==> src/tpsq_ram.sv <==
// generic single-port-write, single-port-read ram with registered read data
// no dependencies

module tpsq_ram #(
  parameter int WIDTH = 8,
  parameter int DEPTH = 16
) (
  input  logic                     clk,
  input  logic                     we,
  input  logic [$clog2(DEPTH)-1:0] waddr,
  input  logic [WIDTH-1:0]         wdata,
  input  logic [$clog2(DEPTH)-1:0] raddr,
  output logic [WIDTH-1:0]         rdata
);

  logic [WIDTH-1:0] mem [DEPTH];

  // write port and registered read port, read-first
  always_ff @(posedge clk) begin
    if (we) begin
      mem[waddr] <= wdata;
    end
    rdata <= mem[raddr];
  end

endmodule

==> config.mk <==
export PLATFORM = sky130hd
export DESIGN_NAME = tpsq_ram
export DESIGN_NICKNAME = d
export VERILOG_FILES = /design/src/tpsq_ram.sv
export SDC_FILE = /design/constraint.sdc
export NUM_CORES = 1
export LEC_CHECK = 0
export ABC_CLOCK_PERIOD_IN_PS = 1780
export BUFFER_PORTS_ARGS = -buffer_cell sky130_fd_sc_hd__buf_2
export CAP_MARGIN = 20
export CORE_UTILIZATION = 40
export CTS_BUF_LIST = sky130_fd_sc_hd__clkbuf_4
export DETAILED_ROUTE_END_ITERATION = 16
export PLACE_DENSITY = 0.64
export SYNTH_ARGS = -nofsm -noshare
export SYNTH_HDL_FRONTEND = slang
export SYNTH_SLANG_ARGS = --single-unit
==> constraint.sdc <==
create_clock -name clk -period 1.78 [get_ports clk]
set_input_delay 0.089 -clock clk [delete_from_list [all_inputs] [get_ports clk]]
set_output_delay 0.089 -clock clk [all_outputs]
set_load 0.02 [all_outputs]
Yosys cells after proc, flatten, opt, wreduce, memory -nomap -nowiden
Memories as Yosys holds them, arrays and structs flattened. A register that Yosys moved wholly into a read port is not among the register bits.
Cells that the tools add are included.
{"block": "op_classes", "muxes": 2}
{"operator": "1-bit two-way mux", "count": 2}
{"block": "word_totals", "regBits": 0, "ramBits": 128, "inputBits": 18, "output_inout_bits": 8, "wordCells": 3, "memories": 1}
{"name": "mem", "depth": 16, "word_bits": 8, "rd": 1, "rd_clocked_by_memory_dff": 1, "wr": 1, "line_no": "16", "text": "logic [WIDTH-1:0] mem [DEPTH];"}

Depth between registers and ports, before layout
{"block": "depth", "ltp_word": 2, "ltp_mapped": 5, "depth_no_buf": 3}

Worst setup path after synthesis
Ideal clock, no wire load.
{"block": "synth_timing", "path_kind": "input to register", "start": "input waddr[2]", "end": "memory mem[0][0], enable pin", "setup_time_ns": 0.383, "t_arrival_ns": 1.199, "slack_ns": 0.198, "stages": 2, "path_cell_list": "or3b_2 -> nor3_1"}
{"item": "start: declaration", "line_no": "10", "text": "input logic [$clog2(DEPTH)-1:0] waddr,"}
{"item": "end: declaration", "line_no": "16"}
No word-level cell before the write port.

==> flow_summary.yaml <==
run_status:
  status: "finished clean"
synthesis:
  ys_seq_area_share_pct: 77.8
  netlist_area_um2: 5150
  synth-seq-cells: 136
  syn_avg_cell_area_um2: 22.5
  synth_cell_types: 19
  synth_nets: 247
  yosysWarnings: 0
  yosysTopAreaCellShare_pct: 74.7
  synth.area.top_cells: "edfxtp_1, mux4_2, mux4_1"
  synth_cells: 229
  yosysTopAreaCell: "edfxtp_1"
place:
  portBuffers: 25
  dpl_cell_area_um2: 5590
  place_congestion: 0.730
  dp_hpwl_mm: 6.61
timing:
  fin_setup_tns_ns: 0
  slew_viol_final: 0
  fin_crit_ns: 1.43
  worst_pin_slew_ns: 0.463
  setup_violations: 0
  fin_crit_sh_pct: 80.2
  hold_viol: 0
  finClkSkew_ns: 0.0246
  slew-limit-headroom_pct: 69.2
  fmax_mhz: 700
  rsz0062_at_grt: "false"
global_routing:
  grt_pass1_wl_mm: 15.4
  grt_pass1_vias: 2586
  grt_remaining_overflow: 0
  grt_max_degree: 24
  grtUsageTotal_pct: 17.1
  antenna_found_initial: 0
clock_tree:
  cts_max_level: 4
  cts_tree: "done"
  path_clk_slew_ns: 0.11
  cts-resized-gates: 0
  cts_buffers: 17
  cts_setup_buffers: 0
  cts_sinks: 136
  clockBufferDepth: 2
  cts_root_buffer: "clkbuf_4"
  clk_latency_ns: 0.50
route:
  viasPerCell: 5.14
  vias: 2467
  wl_per_cell_um: 21.2
  drc: 0
  drtAntennaViolNets: 0
  first_iter_violations: 150
  dr.pass1.iters: 4
  drt_wl_total_mm: 10.2
setup_path:
  reg2reg_depth: 3
  max_stage_delay_ns: 0.48
  cpMaxStageDelayCell: "mux4_2"
  cp_cell_sequence: "mux4_2 -> a22oi_1 -> nand2_1"
  crit_end: "rdata[7]"
  cp-end-kind: "register"
  crit_start: "mem[11][7]"
  crit_arrival_ns: 1.81
  reg2reg_slack_ns: 0.35
  worstSetupStartpointType: "register"
  worstReg2RegEnd: "rdata[7]"
  reg2reg_from: "mem[11][7]"
  cp_max_fo: 1
  crit_type: "register to register"
  required_ns: 2.16
power_and_ir_drop:
  peakVddDrop_uv: 575
  p_leak_nw: 2.02
  power_density_nw_per_um2: 1010
floorplanning:
  core_um2: 12600
  start_util_pct: 41.0
  fp.dieW_um: 115
  rows: 41
  io_pins: 26
  die_area_um2: 13300
  die_h_um: 115
layout:
  num_antenna_cells: 0
  final_area_um2: 5970
  layout_commonest_cell: "edfxtp_1"
  area_growth_pct: 16.0
  post_route_cells_drive_above_1_share_pct: 32.5
  nNetsFinal: 313
  final_cell_mix: "edfxtp_1, buf_2, buf_4"
run:
  max_cap_violations: 0
min_path:
  min_path_type: "primary input to register"
cell usage after synthesis (all sizes together):
cell,count
nor3,4
nand2,9
edfxtp,128
mux4,32
nand3,1
nand2b,2
dfxtp,8
nor2b,1
and2b,1
buf,7
nand3b,2
or3b,1
a22oi,16
clkdlybuf4s25,3
nor2,13
and2,1
power by group:
part / total, mW / internal [mW] / switching, mW
sequential: 3.60 / 3.57 / 0.0280
clock: 2.06 / 0.999 / 1.06
combinational: 0.373 / 0.159 / 0.215
worst max-delay path, delay by kind of cell (launching register included):
family             cells  cell delay [ns]
AOI/OAI and AO/OA      1             0.38
DFF                    1             0.38
muxes                  1             0.48
and+or+nand+nor        1             0.08
per-layer routing:
metal  up-vias  GRT usage (%)  wire, um
met1      1234           23.1      4320
met4         0           7.36       174
met2       114           26.5      4900
met5         -              0         0
met3        10           4.45       799
li1       1109              -         -
timing repair:
item,in CTS,in global routing
endpoints found under the setup margin,0,0
hold endpoints to repair,128,0
hold buffers,8,0
how the worst min path moves through the flow:
| stage | slack [ns] | from | cells past startpoint | to |
|---|---|---|---|---|
| final | 0.14 | waddr[0] | 3 | mem[4][4] |
| after CTS | 0.08 | waddr[0] | 3 | mem[4][4] |
| after floorplan | 0.19 | wdata[0] | 0 | mem[0][0] |
| after global placement | 0.49 | wdata[4] | 1 | mem[2][4] |
| after detailed placement | 0.49 | wdata[0] | 1 | mem[12][0] |
| after global routing | 0.1 | waddr[0] | 3 | mem[4][4] |
area by class of cell:
type,count,area (um^2)
Timing Repair Buffer,57,398
Tap cell,172,215
Multi-Input combinational cell,83,1060
Clock inverter,13,155
Clock buffer,19,143
Fill cell,1041,6600
Sequential cell,136,4000
logic make-up after synthesis:
family | share of synthesized area [%]
compound gates | 2.33
buf+inv | 1.68
flops | 77.8
mux | 15.0
simple gates | 3.18
registers in the layout, summed over array words and instances, names as in the netlist:
signal	cells
mem	128
rdata	8
metrics by stage:
step	total power, mW	hold WS, ns	cells	setup slack (ns)	util [%]
6_report	6.04	0.145	480	0.352	47.5
2_1_floorplan	3.87	0.188	229	0.198	-
3_5_place_dp	4.04	0.495	440	0.204	44.5
3_3_place_gp	4.03	0.485	440	0.214	44.5
5_1_grt	6.27	0.0963	480	0.301	47.5
4_1_cts	6.10	0.0811	480	0.367	47.5
No activity file was read; power rests on OpenSTA's default activity.
