File: config.mk
export PLATFORM = sky130hd
export DESIGN_NAME = tpsq_policy
export DESIGN_NICKNAME = d
export VERILOG_FILES = /design/src/tpsq_pkg.sv /design/src/tpsq_policy.sv
export SDC_FILE = /design/constraint.sdc
export NUM_CORES = 1
export LEC_CHECK = 0
export ABC_AREA = 1
export CAP_MARGIN = 20
export CORE_AREA = 2 2 216 218
export DETAILED_ROUTE_END_ITERATION = 8
export DIE_AREA = 0 0 218 220
export DONT_BUFFER_PORTS = 1
export RECOVER_POWER = 50
export SYNTH_ARGS = -nofsm -noshare
export SYNTH_HDL_FRONTEND = slang
export SYNTH_SLANG_ARGS = --single-unit
File: constraint.sdc
create_clock -name vclk -period 9.3
set_clock_uncertainty 0.1 [all_clocks]
set_input_delay 0.93 -clock vclk [all_inputs]
set_output_delay 0.93 -clock vclk [all_outputs]
set_load 0.02 [all_outputs]
File: src/tpsq_pkg.sv
// shared types and constants for the two-priority send queue
// no dependencies; imported by tpsq_policy and the top level

package tpsq_pkg;

  // queue depths and the widths that follow from them
  localparam int HIGH_DEPTH = 128;
  localparam int LOW_DEPTH  = 256;
  localparam int HIGH_AW    = $clog2(HIGH_DEPTH);
  localparam int LOW_AW     = $clog2(LOW_DEPTH);
  localparam int HIGH_CW    = $clog2(HIGH_DEPTH + 1);
  localparam int LOW_CW     = $clog2(LOW_DEPTH + 1);

  // field widths
  localparam int KIND_W   = 3;
  localparam int HANDLE_W = 16;
  localparam int LENGTH_W = 10;
  localparam int BYTES_W  = 16;
  localparam int TIME_W   = 32;
  localparam int DELAY_W  = 8;
  localparam int LEAK_W   = 12;
  localparam int CFG_IW   = 3;
  localparam int CFG_DW   = 16;
  localparam int HCOUNT_W = 8;
  localparam int LCOUNT_W = 9;
  localparam int ENTRY_W  = HANDLE_W + LENGTH_W;

  // input item kinds
  localparam logic [KIND_W-1:0] KIND_TICK     = 3'd0;
  localparam logic [KIND_W-1:0] KIND_ENQ_HIGH = 3'd1;
  localparam logic [KIND_W-1:0] KIND_ENQ_LOW  = 3'd2;
  localparam logic [KIND_W-1:0] KIND_POP      = 3'd3;
  localparam logic [KIND_W-1:0] KIND_QUICK    = 3'd4;

  // register indexes
  localparam logic [CFG_IW-1:0] REG_AUX_LIMIT   = 3'd0;
  localparam logic [CFG_IW-1:0] REG_LOW_LIMIT   = 3'd1;
  localparam logic [CFG_IW-1:0] REG_QUICK_LIMIT = 3'd2;
  localparam logic [CFG_IW-1:0] REG_HIGH_DELAY  = 3'd3;
  localparam logic [CFG_IW-1:0] REG_LOW_DELAY   = 3'd4;
  localparam logic [CFG_IW-1:0] REG_LEAK_BYTES  = 3'd5;

  // register reset values
  localparam logic [BYTES_W-1:0] AUX_LIMIT_RST   = 16'd400;
  localparam logic [BYTES_W-1:0] LOW_LIMIT_RST   = 16'd200;
  localparam logic [BYTES_W-1:0] QUICK_LIMIT_RST = 16'd300;
  localparam logic [DELAY_W-1:0] HIGH_DELAY_RST  = 8'd1;
  localparam logic [DELAY_W-1:0] LOW_DELAY_RST   = 8'd2;
  localparam logic [LEAK_W-1:0]  LEAK_BYTES_RST  = 12'd75;

  // minimum seconds between two leaks
  localparam logic [TIME_W-1:0] LEAK_PERIOD = 32'd2;

  typedef struct packed {
    logic [HANDLE_W-1:0] handle;
    logic [LENGTH_W-1:0] length;
  } tpsq_entry_t;

  typedef struct packed {
    logic [BYTES_W-1:0] aux_limit;
    logic [BYTES_W-1:0] low_limit;
    logic [BYTES_W-1:0] quick_limit;
    logic [DELAY_W-1:0] high_delay;
    logic [DELAY_W-1:0] low_delay;
    logic [LEAK_W-1:0]  leak_bytes;
  } tpsq_cfg_t;

  typedef struct packed {
    logic [HIGH_AW-1:0] high_head;
    logic [HIGH_CW-1:0] high_fill;
    logic [LOW_AW-1:0]  low_head;
    logic [LOW_CW-1:0]  low_fill;
    logic [BYTES_W-1:0] sent_bytes;
    logic [TIME_W-1:0]  leak_time;
    logic [TIME_W-1:0]  last_send_time;
    logic [TIME_W-1:0]  now_seconds;
  } tpsq_state_t;

  typedef struct packed {
    logic               high_we;
    logic [HIGH_AW-1:0] high_addr;
    logic               low_we;
    logic [LOW_AW-1:0]  low_addr;
    tpsq_entry_t        data;
  } tpsq_wr_t;

  typedef struct packed {
    logic                sent_valid;
    logic [HANDLE_W-1:0] sent_handle;
    logic [LENGTH_W-1:0] sent_length;
    logic                dropped;
    logic [HCOUNT_W-1:0] high_count;
    logic [LCOUNT_W-1:0] low_count;
    logic [BYTES_W-1:0]  byte_count;
  } tpsq_result_t;

endpackage

File: src/tpsq_policy.sv
// per-item decision logic: tick, queue pushes, leak, pop selection, quick send
// depends on tpsq_pkg

module tpsq_policy import tpsq_pkg::*; (
  input  logic [KIND_W-1:0]   kind,
  input  logic [HANDLE_W-1:0] msg_handle,
  input  logic [LENGTH_W-1:0] msg_length,
  input  tpsq_cfg_t           cfg,
  input  tpsq_state_t         cur,
  input  tpsq_entry_t         high_head_data,
  input  tpsq_entry_t         low_head_data,
  output tpsq_state_t         nxt,
  output tpsq_wr_t            wr,
  output tpsq_result_t        res
);

  logic [HIGH_AW:0]   high_pos_sum;
  logic [HIGH_AW-1:0] high_tail;
  logic [LOW_AW:0]    low_pos_sum;
  logic [LOW_AW-1:0]  low_tail;
  logic               high_full;
  logic               low_full;
  logic [TIME_W-1:0]  leak_elapsed;
  logic [TIME_W-1:0]  send_elapsed;
  logic [BYTES_W-1:0] leaked_bytes;
  logic [BYTES_W:0]   bytes_sum;
  logic               pop_send;
  tpsq_entry_t        pop_entry;

  // tail positions and full flags of both rings
  always_comb begin
    high_pos_sum = (HIGH_AW+1)'(cur.high_head) + (HIGH_AW+1)'(cur.high_fill);
    if (high_pos_sum >= (HIGH_AW+1)'(HIGH_DEPTH)) begin
      high_tail = HIGH_AW'(high_pos_sum - (HIGH_AW+1)'(HIGH_DEPTH));
    end else begin
      high_tail = HIGH_AW'(high_pos_sum);
    end
    low_pos_sum = (LOW_AW+1)'(cur.low_head) + (LOW_AW+1)'(cur.low_fill);
    if (low_pos_sum >= (LOW_AW+1)'(LOW_DEPTH)) begin
      low_tail = LOW_AW'(low_pos_sum - (LOW_AW+1)'(LOW_DEPTH));
    end else begin
      low_tail = LOW_AW'(low_pos_sum);
    end
    high_full = (cur.high_fill == HIGH_CW'(HIGH_DEPTH));
    low_full  = (cur.low_fill == LOW_CW'(LOW_DEPTH));
  end

  // leak and pop selection
  always_comb begin
    leak_elapsed = cur.now_seconds - cur.leak_time;
    send_elapsed = cur.now_seconds - cur.last_send_time;
    leaked_bytes = cur.sent_bytes;
    if (leak_elapsed >= LEAK_PERIOD && cur.sent_bytes >= BYTES_W'(cfg.leak_bytes)) begin
      leaked_bytes = cur.sent_bytes - BYTES_W'(cfg.leak_bytes);
    end
    pop_send  = 1'b0;
    pop_entry = high_head_data;
    if (leaked_bytes <= cfg.aux_limit) begin
      if (cur.high_fill == '0) begin
        pop_entry = low_head_data;
        pop_send  = (cur.low_fill != '0) && (send_elapsed > TIME_W'(cfg.low_delay));
      end else begin
        pop_send = (send_elapsed > TIME_W'(cfg.high_delay))
                   || (leaked_bytes < cfg.low_limit);
      end
    end
    bytes_sum = (BYTES_W+1)'(leaked_bytes) + (BYTES_W+1)'(pop_entry.length);
  end

  // next state, ram writes and result
  always_comb begin
    nxt            = cur;
    wr             = '0;
    wr.high_addr   = high_tail;
    wr.low_addr    = low_tail;
    wr.data.handle = msg_handle;
    wr.data.length = msg_length;
    res            = '0;

    case (kind)
      KIND_TICK: begin
        nxt.now_seconds = cur.now_seconds + TIME_W'(1);
      end
      KIND_ENQ_HIGH: begin
        if (high_full) begin
          res.dropped = 1'b1;
        end else begin
          wr.high_we    = 1'b1;
          nxt.high_fill = cur.high_fill + HIGH_CW'(1);
        end
      end
      KIND_ENQ_LOW: begin
        if (low_full) begin
          res.dropped = 1'b1;
        end else begin
          wr.low_we    = 1'b1;
          nxt.low_fill = cur.low_fill + LOW_CW'(1);
        end
      end
      KIND_POP: begin
        if (leak_elapsed >= LEAK_PERIOD) begin
          nxt.leak_time = cur.now_seconds;
        end
        nxt.sent_bytes = leaked_bytes;
        if (pop_send) begin
          res.sent_valid     = 1'b1;
          res.sent_handle    = pop_entry.handle;
          res.sent_length    = pop_entry.length;
          nxt.last_send_time = cur.now_seconds;
          nxt.sent_bytes     = bytes_sum[BYTES_W] ? '1 : bytes_sum[BYTES_W-1:0];
          if (cur.high_fill == '0) begin
            nxt.low_head = (cur.low_head == LOW_AW'(LOW_DEPTH - 1))
                           ? '0 : cur.low_head + LOW_AW'(1);
            nxt.low_fill = cur.low_fill - LOW_CW'(1);
          end else begin
            nxt.high_head = (cur.high_head == HIGH_AW'(HIGH_DEPTH - 1))
                            ? '0 : cur.high_head + HIGH_AW'(1);
            nxt.high_fill = cur.high_fill - HIGH_CW'(1);
          end
        end
      end
      KIND_QUICK: begin
        if (cur.sent_bytes > cfg.quick_limit) begin
          if (high_full) begin
            res.dropped = 1'b1;
          end else begin
            wr.high_we    = 1'b1;
            nxt.high_fill = cur.high_fill + HIGH_CW'(1);
          end
        end else begin
          res.sent_valid     = 1'b1;
          res.sent_handle    = msg_handle;
          res.sent_length    = msg_length;
          nxt.last_send_time = cur.now_seconds;
        end
      end
      default: begin
      end
    endcase

    res.high_count = HCOUNT_W'(nxt.high_fill);
    res.low_count  = LCOUNT_W'(nxt.low_fill);
    res.byte_count = nxt.sent_bytes;
  end

endmodule

# Yosys cells after proc, flatten, opt, wreduce, memory -nomap -nowiden

Index checks and enable logic that the tools add are counted.

Flip-flop bits (word level): 0
Output and inout port bits: 248
Memories kept: 0
Memory bits (writable): 0
Bits of input ports: 301
Word-level logic and storage cells: 76
Bits in read-only memories: 0
Latch bits: 0

Multipliers: 0
Div/mod/pow operators: 0
Reductions and logical operators: 6
Bitwise operators: 0
Shifts and indexed selects: 0
$lt $le $gt $ge: 9
Multiplexer cells: 38
Equal/unequal tests: 8
$add $sub $neg: 15

Operators by type and width:

| operator                                             | number |
|---|---|
| 2-to-1 mux 32 bit                                    | 4 |
| 2-to-1 mux 48 bit                                    | 2 |
| > comparator 32 x 8 -> 1 bit                         | 2 |
| case mux 32 bit (2 select lines)                     | 1 |
| subtractor 32 bit                                    | 2 |
| 2-to-1 mux 27 bit                                    | 2 |
| case mux 27 bit (2 select lines)                     | 1 |
| 2-to-1 mux 26 bit                                    | 2 |
| 2-to-1 mux 8 bit                                     | 5 |
| adder 32 x 1 -> 32 bit, second input constant        | 1 |
| >= comparator 32 x 2 -> 1 bit, second input constant | 1 |
| 2-to-1 mux 16 bit                                    | 2 |
| case mux 8 bit (3 select lines)                      | 1 |
| 2-to-1 mux 7 bit                                     | 3 |
| case mux 9 bit (2 select lines)                      | 1 |
| adder 16 x 10 -> 17 bit                              | 1 |
| 2-to-1 mux 17 bit                                    | 1 |
| adder 8 x 1 -> 8 bit, second input constant          | 2 |
| equality test 8 bit, second input constant           | 2 |
| >= comparator 16 x 12 -> 1 bit                       | 1 |
| > comparator 16 bit                                  | 1 |
| <= comparator 16 bit                                 | 1 |
| less-than comparator 16 bit                          | 1 |
| subtractor 16 x 12 -> 16 bit                         | 1 |
| 24 further kinds                                     | 35 |

# Depth between registers and ports, before layout

Gate-level depths: netlist of run 1.

Word-level depth: 10
Mapped depth: 57
Mapped depth without buffers: 55

# Worst setup path before layout of run 1

Ideal clock, no wire load.

Path type: input to output
Start point: input cur[0] (netlist bit)
End point: output res[6] (netlist bit)
Stages on the path: 52
Setup slack: 0.329 ns
Arrival: 7.941 ns
Cells stage by stage: inv_1 ha_1 fa_1 inv_1 nand3_1 nand2_1 nand2_1 nand2_1 nand2_1 nand3_1 nand2_1 nor2_1 nand2_1 nor2_1 nand2_1 nor2_2 nand2_2 nand2_4 [16 not listed] nand2_1 inv_1 o21a_1 nor2_1 o21ai_0 inv_1 o21ai_0 a21oi_1 o21ai_0 inv_1 nor3_2 nand3_1 nor2_1 inv_1 o21ai_0 o21ai_0 o21ai_1 buf_4

RTL lines:

| what        | line              | RTL |
|---|---|---|
| from (decl) | tpsq_policy.sv:9  | `input tpsq_state_t cur,` |
| to (decl)   | tpsq_policy.sv:14 | `output tpsq_result_t res` |

==> impl_metrics.toml, run 1 <==
[worst_setup_path]
critPathRequiredTime_ns = 8.27
slowest_stage = "fa_1"
startpoint = "cur[0]"
critical_path_buf_inv_count = 10
crit_path_start_kind = "primary input"
crit_path_end_kind = "primary output"
cpMostUsedCell = "nand2_1"
crit_arrival_ns = 7.75
path_delay_family = "simple AND/OR/NAND/NOR gates"
path_class = "in2out"
slowest_delay_ns = 0.40
critPathMaxFanout = 10

[sta]
drv_slew = 66
max_freq_ghz = 0.114
period_minus_slack_ns = 8.78
finalHoldViolCount = 0
slew_headroom = -0.654
fin_crit_sh = 0.945
setup_viol = 0
worst_pin_slew_ns = 2.48
finalSetupTns_ns = 0

[synth]
synth_top_area_frac = 0.196
yosysWarnings = 0
synth_most_common_cell = "nand2_1"
muxShareOfSynthArea = 0.0219
synth-compound-area-share = 0.187
synth_top_family_by_area = "simple AND/OR/NAND/NOR gates"
synth_area_leader_cell = "nand2_1"
avgSynthCellArea_um2 = 5.36
synth.distinct_cells = 62
synthXorXnorAreaFrac = 0.0674
syn_area_um2 = 13200
synth_nets = 2947
synth.top_cells.by_area = "nand2_1 20%, ha_1 16%, inv_1 13%, nor2_1 5.6%, nand3_1 5.5%"
synth-adder-area-share = 0.167
yosys-top-cells-count = "690 x nand2_1, 450 x inv_1, 199 x nor2_1, 167 x ha_1, 145 x nand3_1"
syn_inst = 2473
synth-simple-area-share = 0.372
synth-seq-area-share = 0

[cells_and_area]
drive_above_1_share = 0.0592
syn2layout_area_growth_pct = 5.71
num-fill-cells = 5342
flops_and_latches = 0
seqCellArea_um2 = 0
utilization = 0.305
nNetsFinal = 2907
clkbuf_count = 0

[global_routing]
grt_usage = 0.239
grt_first_pass_wirelength_um = 88000
grt_pass1_vias = 15000
grt_max_degree = 79
antenna_found_initial = 2
grt_overflow = 0

[worst_hold_path]
hold_path_class = "in2out"
hold_start = "msg_length[6]"

[drt]
drc = 0
detail_route.wl_per_cell_um = 20.1
drt-pass1-iter-count = 5
vias = 15900
final_antenna_net_count = 0
drt-initial-drc-count = 1167
postRouteWirelength_um = 61100
vias_per_cell = 5.22

[pwr]
pwr_density_cell_nw_per_um2 = 77.8
ir_drop_mv = 0.0531
p_leak_nw = 7.83

[floorplanning]
start_util = 0.289
ios = 549
die-area_um2 = 48000
coreArea_um2 = 45900
rows = 79
die_x_um = 218
die_y_um = 220

[placed_design]
dp_hpwl_um = 52200
place_congestion = 0.995
port_buffers = 0

[outcome]
status = "finished, violations left"
violations = "max-capacitance violations, max-slew violations"

[clock_tree]
cts_hold_buf = 0

[flow_run]
max_cap_viol_count = 2
per-stage QoR:
step           total power [mW]  cell area, um^2  setup WS [ns]  std cells  hold slack [ns]
2_1_floorplan             0.827            13200          0.329       2473             1.87
6_report                   1.09            14000          0.515       3039             1.76
3_3_place_gp               1.08            13900          0.121       3035             1.76
4_1_cts                    1.08            13900         0.0596       3035             1.76
5_1_grt                    1.21            14000        -0.0375       3039             1.76
3_5_place_dp               1.07            13900         0.0736       3035             1.76
placed cells by master, fill, tap and decap left out, types with 19 or more instances in the layout:
| cell type | count |
|---|---|
| nand2_1 | 687 |
| xnor2_1 | 21 |
| a21oi_1 | 129 |
| nor3_1 | 47 |
| nand4_1 | 33 |
| nor2_1 | 196 |
| inv_1 | 449 |
| xor2_1 | 81 |
| buf_4 | 62 |
| o21bai_1 | 25 |
| nand3_1 | 145 |
| ha_1 | 167 |
| o21ai_1 | 48 |
| o21ai_0 | 127 |
| o22ai_1 | 19 |
cell type report:
cell class / instances / area, um^2 / share of cell area
diodes: 1 / 2.50 / 0.000179
inverters: 460 / 1730 / 0.123
multi-input cells: 1896 / 10900 / 0.775
well taps: 607 / 759 / 0.0542
repair buffers: 75 / 654 / 0.0467
cells by family after synthesis:
family	after synthesis
and+or+nand+nor	1167
buffers and inverters	577
AOI/OAI and AO/OA	427
adders and majority gates	173
xor gates and xnor gates	102
muxes	27
power by group:
| group | leakage (nW) | total (mW) | switching [mW] | internal [mW] |
|---|---|---|---|---|
| clock | 0.00000634 | 0.0000000145 | 0 | 0.0000000144 |
| sequential | 0 | 0 | 0 | 0 |
| combinational | 7.83 | 1.09 | 0.737 | 0.352 |
| total | 7.83 | 1.09 | 0.737 | 0.352 |
routing by layer:
metal  global-route usage  wire, um
met1                0.285     24600
met2                0.421     28800
met3               0.0429      5080
met4               0.0959      2710
met5                    0        14
what timing repair did:
action,CTS,global route
setup endpoints to repair,0,32
endpoints found under the hold margin,0,0
gates resized for setup,0,27
buffers inserted,0,2
path summary, 6_finish.rpt:
path | to | slack, ns | cells past startpoint
worst max-delay path | nxt[108] | 0.52 | 46
worst min-delay path | wr[6] | 1.76 | 0
No activity file was read; power rests on OpenSTA's default activity.
==> run 2: changes to the inputs <==
Settings changed: ABC_AREA 1 to not set, CORE_AREA 2 2 216 218 to 2 2 211 213, DIE_AREA 0 0 218 220 to 0 0 213 215.
==> impl_metrics.toml, run 2 <==
[global_routing]
grt_max_degree = 36
grt_usage = 0.261
antenna_found_initial = 13
busiest_layer = "met2"
met1_usage = 0.277
grt_overflow = 0
grt_pass1_vias = 13900
grt_first_pass_wirelength_um = 90000
grtUsageMet2 = 0.450
use_met3 = 0.0682

[worst_hold_path]
hold_end = "wr[25]"
hold_start = "msg_handle[15]"
holdPathStages = 0
hold_path_class = "in2out"

[floorplanning]
ios = 549
die_y_um = 215
die-area_um2 = 45800
rows = 77
die_x_um = 213
start_util = 0.272
coreArea_um2 = 43600

[cells_and_area]
multi_input_area_um2 = 10900
drive_above_1_share = 0.217
utilization = 0.334
nNetsFinal = 2364
syn2layout_area_growth_pct = 22.8
design_area_um2 = 14600
seqCellArea_um2 = 0
num-fill-cells = 4767
flops_and_latches = 0
layout_commonest_cell = "buf_4"
final_cell_mix = "240 x buf_4, 186 x inv_1, 166 x nand2_1, 160 x ha_1, 109 x a21oi_1"
finalNonFillerCells = 2495
clkbuf_count = 0

[synth]
yosys-top-cells-count = "188 x inv_1, 168 x nand2_1, 167 x ha_1, 119 x a21oi_1, 102 x o21ai_0"
syn_area_um2 = 11900
synth_area_leader_cell = "ha_1"
avgSynthCellArea_um2 = 6.81
synth_top_area_frac = 0.176
syn_inst = 1742
yosysWarnings = 0
synth.distinct_cells = 91
synth_nets = 2216
synth-seq-area-share = 0
synth.top_cells.by_area = "ha_1 18%, mux2_2 6.5%, inv_1 5.9%, nand2_1 5.3%, xnor2_1 5.1%"
synth_most_common_cell = "inv_1"

[drt]
drc = 0
final_antenna_net_count = 0
vias = 14100
drt-pass1-iter-count = 5
postRouteWirelength_um = 63500
drt-initial-drc-count = 828
detail_route.wl_per_cell_um = 25.4
vias_per_cell = 5.66

[pwr]
pwr_density_cell_nw_per_um2 = 85.6
p_leak_nw = 6.60
ir_drop_mv = 0.0326

[worst_setup_path]
critical_path_buf_inv_count = 6
crit_path_end_kind = "primary output"
slowest_stage = "a2111oi_1"
slowest_delay_ns = 0.40
critPathMaxFanout = 7
worst-path-stages = 41
path_class = "in2out"
path_delay_family = "compound AO/OA/AOI/OAI gates"
critPathRequiredTime_ns = 8.27
crit_path_start_kind = "primary input"
crit_arrival_ns = 8.45

[sta]
setup_viol = 30
drv_slew = 65
period_minus_slack_ns = 9.48
rsz0062_at_grt = "yes"
worst_pin_slew_ns = 2.01
fin_crit_sh = 1.02
setup_ws_ns = -0.182
finalSetupTns_ns = -4.03
finalHoldViolCount = 0
slew_headroom = -0.341
max_freq_ghz = 0.105

[outcome]
violations = "max-capacitance violations, max-slew violations, negative setup slack"
status = "finished, violations left"

[placed_design]
place_congestion = 0.990
port_buffers = 0
dp_hpwl_um = 54700
placed_area_um2 = 13900
post-place-cells = 2444

[clock_tree]
cts_hold_buf = 0

[flow_run]
max_cap_viol_count = 2
[run 2: cell families after synthesis]
kind of cell	synth area share
AND/OR/NAND/NOR	0.234
AO/OA/AOI/OAI	0.284
buffers and inverters	0.121
adder cells (fa/ha/maj)	0.186
multiplexers	0.0977
XOR/XNOR	0.0775
[run 2: report_power, final]
group	internal, mW	switching [mW]
combinational	0.519	0.728
clock	0.000000219	0
sequential	0	0
total	0.519	0.728
[run 2: area by class of cell]
type | instances | area share
Tap cell | 592 | 0.0508
Timing Repair Buffer | 267 | 0.147
Inverter | 188 | 0.0504
Multi-Input combinational cell | 1433 | 0.749
Antenna cell | 15 | 0.00258
[run 2: how the worst max path moves through the flow]
stage | from | to
finish | cur[68] | res[2]
global route | cur[68] | res[13]
CTS | cur[0] | nxt[100]
detailed placement | cur[0] | nxt[108]
global placement | cur[68] | nxt[108]
floorplan | cur[0] | res[13]
[run 2: layer usage]
| layer | vias to the layer above | wire length, um | part of all wire |
|---|---|---|---|
| li1 | 6596 | - | - |
| met1 | 6637 | 22800 | 0.36 |
| met2 | 737 | 30400 | 0.48 |
| met3 | 148 | 5830 | 0.092 |
| met4 | 0 | 4410 | 0.069 |
| met5 | - | 0 | 0 |
[run 2: per-stage QoR]
step | hold slack (ns) | power, mW | worst slack [ns]
after detailed placement | 1.76 | 1.14 | -0.427
after global routing | 1.76 | 1.34 | -0.478
after global placement | 1.76 | 1.12 | -0.294
after CTS | 1.76 | 1.18 | -0.159
after floorplan | 1.87 | 0.790 | -0.0634
final | 1.76 | 1.25 | -0.182
[run 2: timing repair]
item | 4_1_cts | 5_1_grt
pin swaps | 25 | 33
setup buffers | 26 | 12
endpoints found under the setup margin | 32 | 32
gates resized for setup | 29 | 56
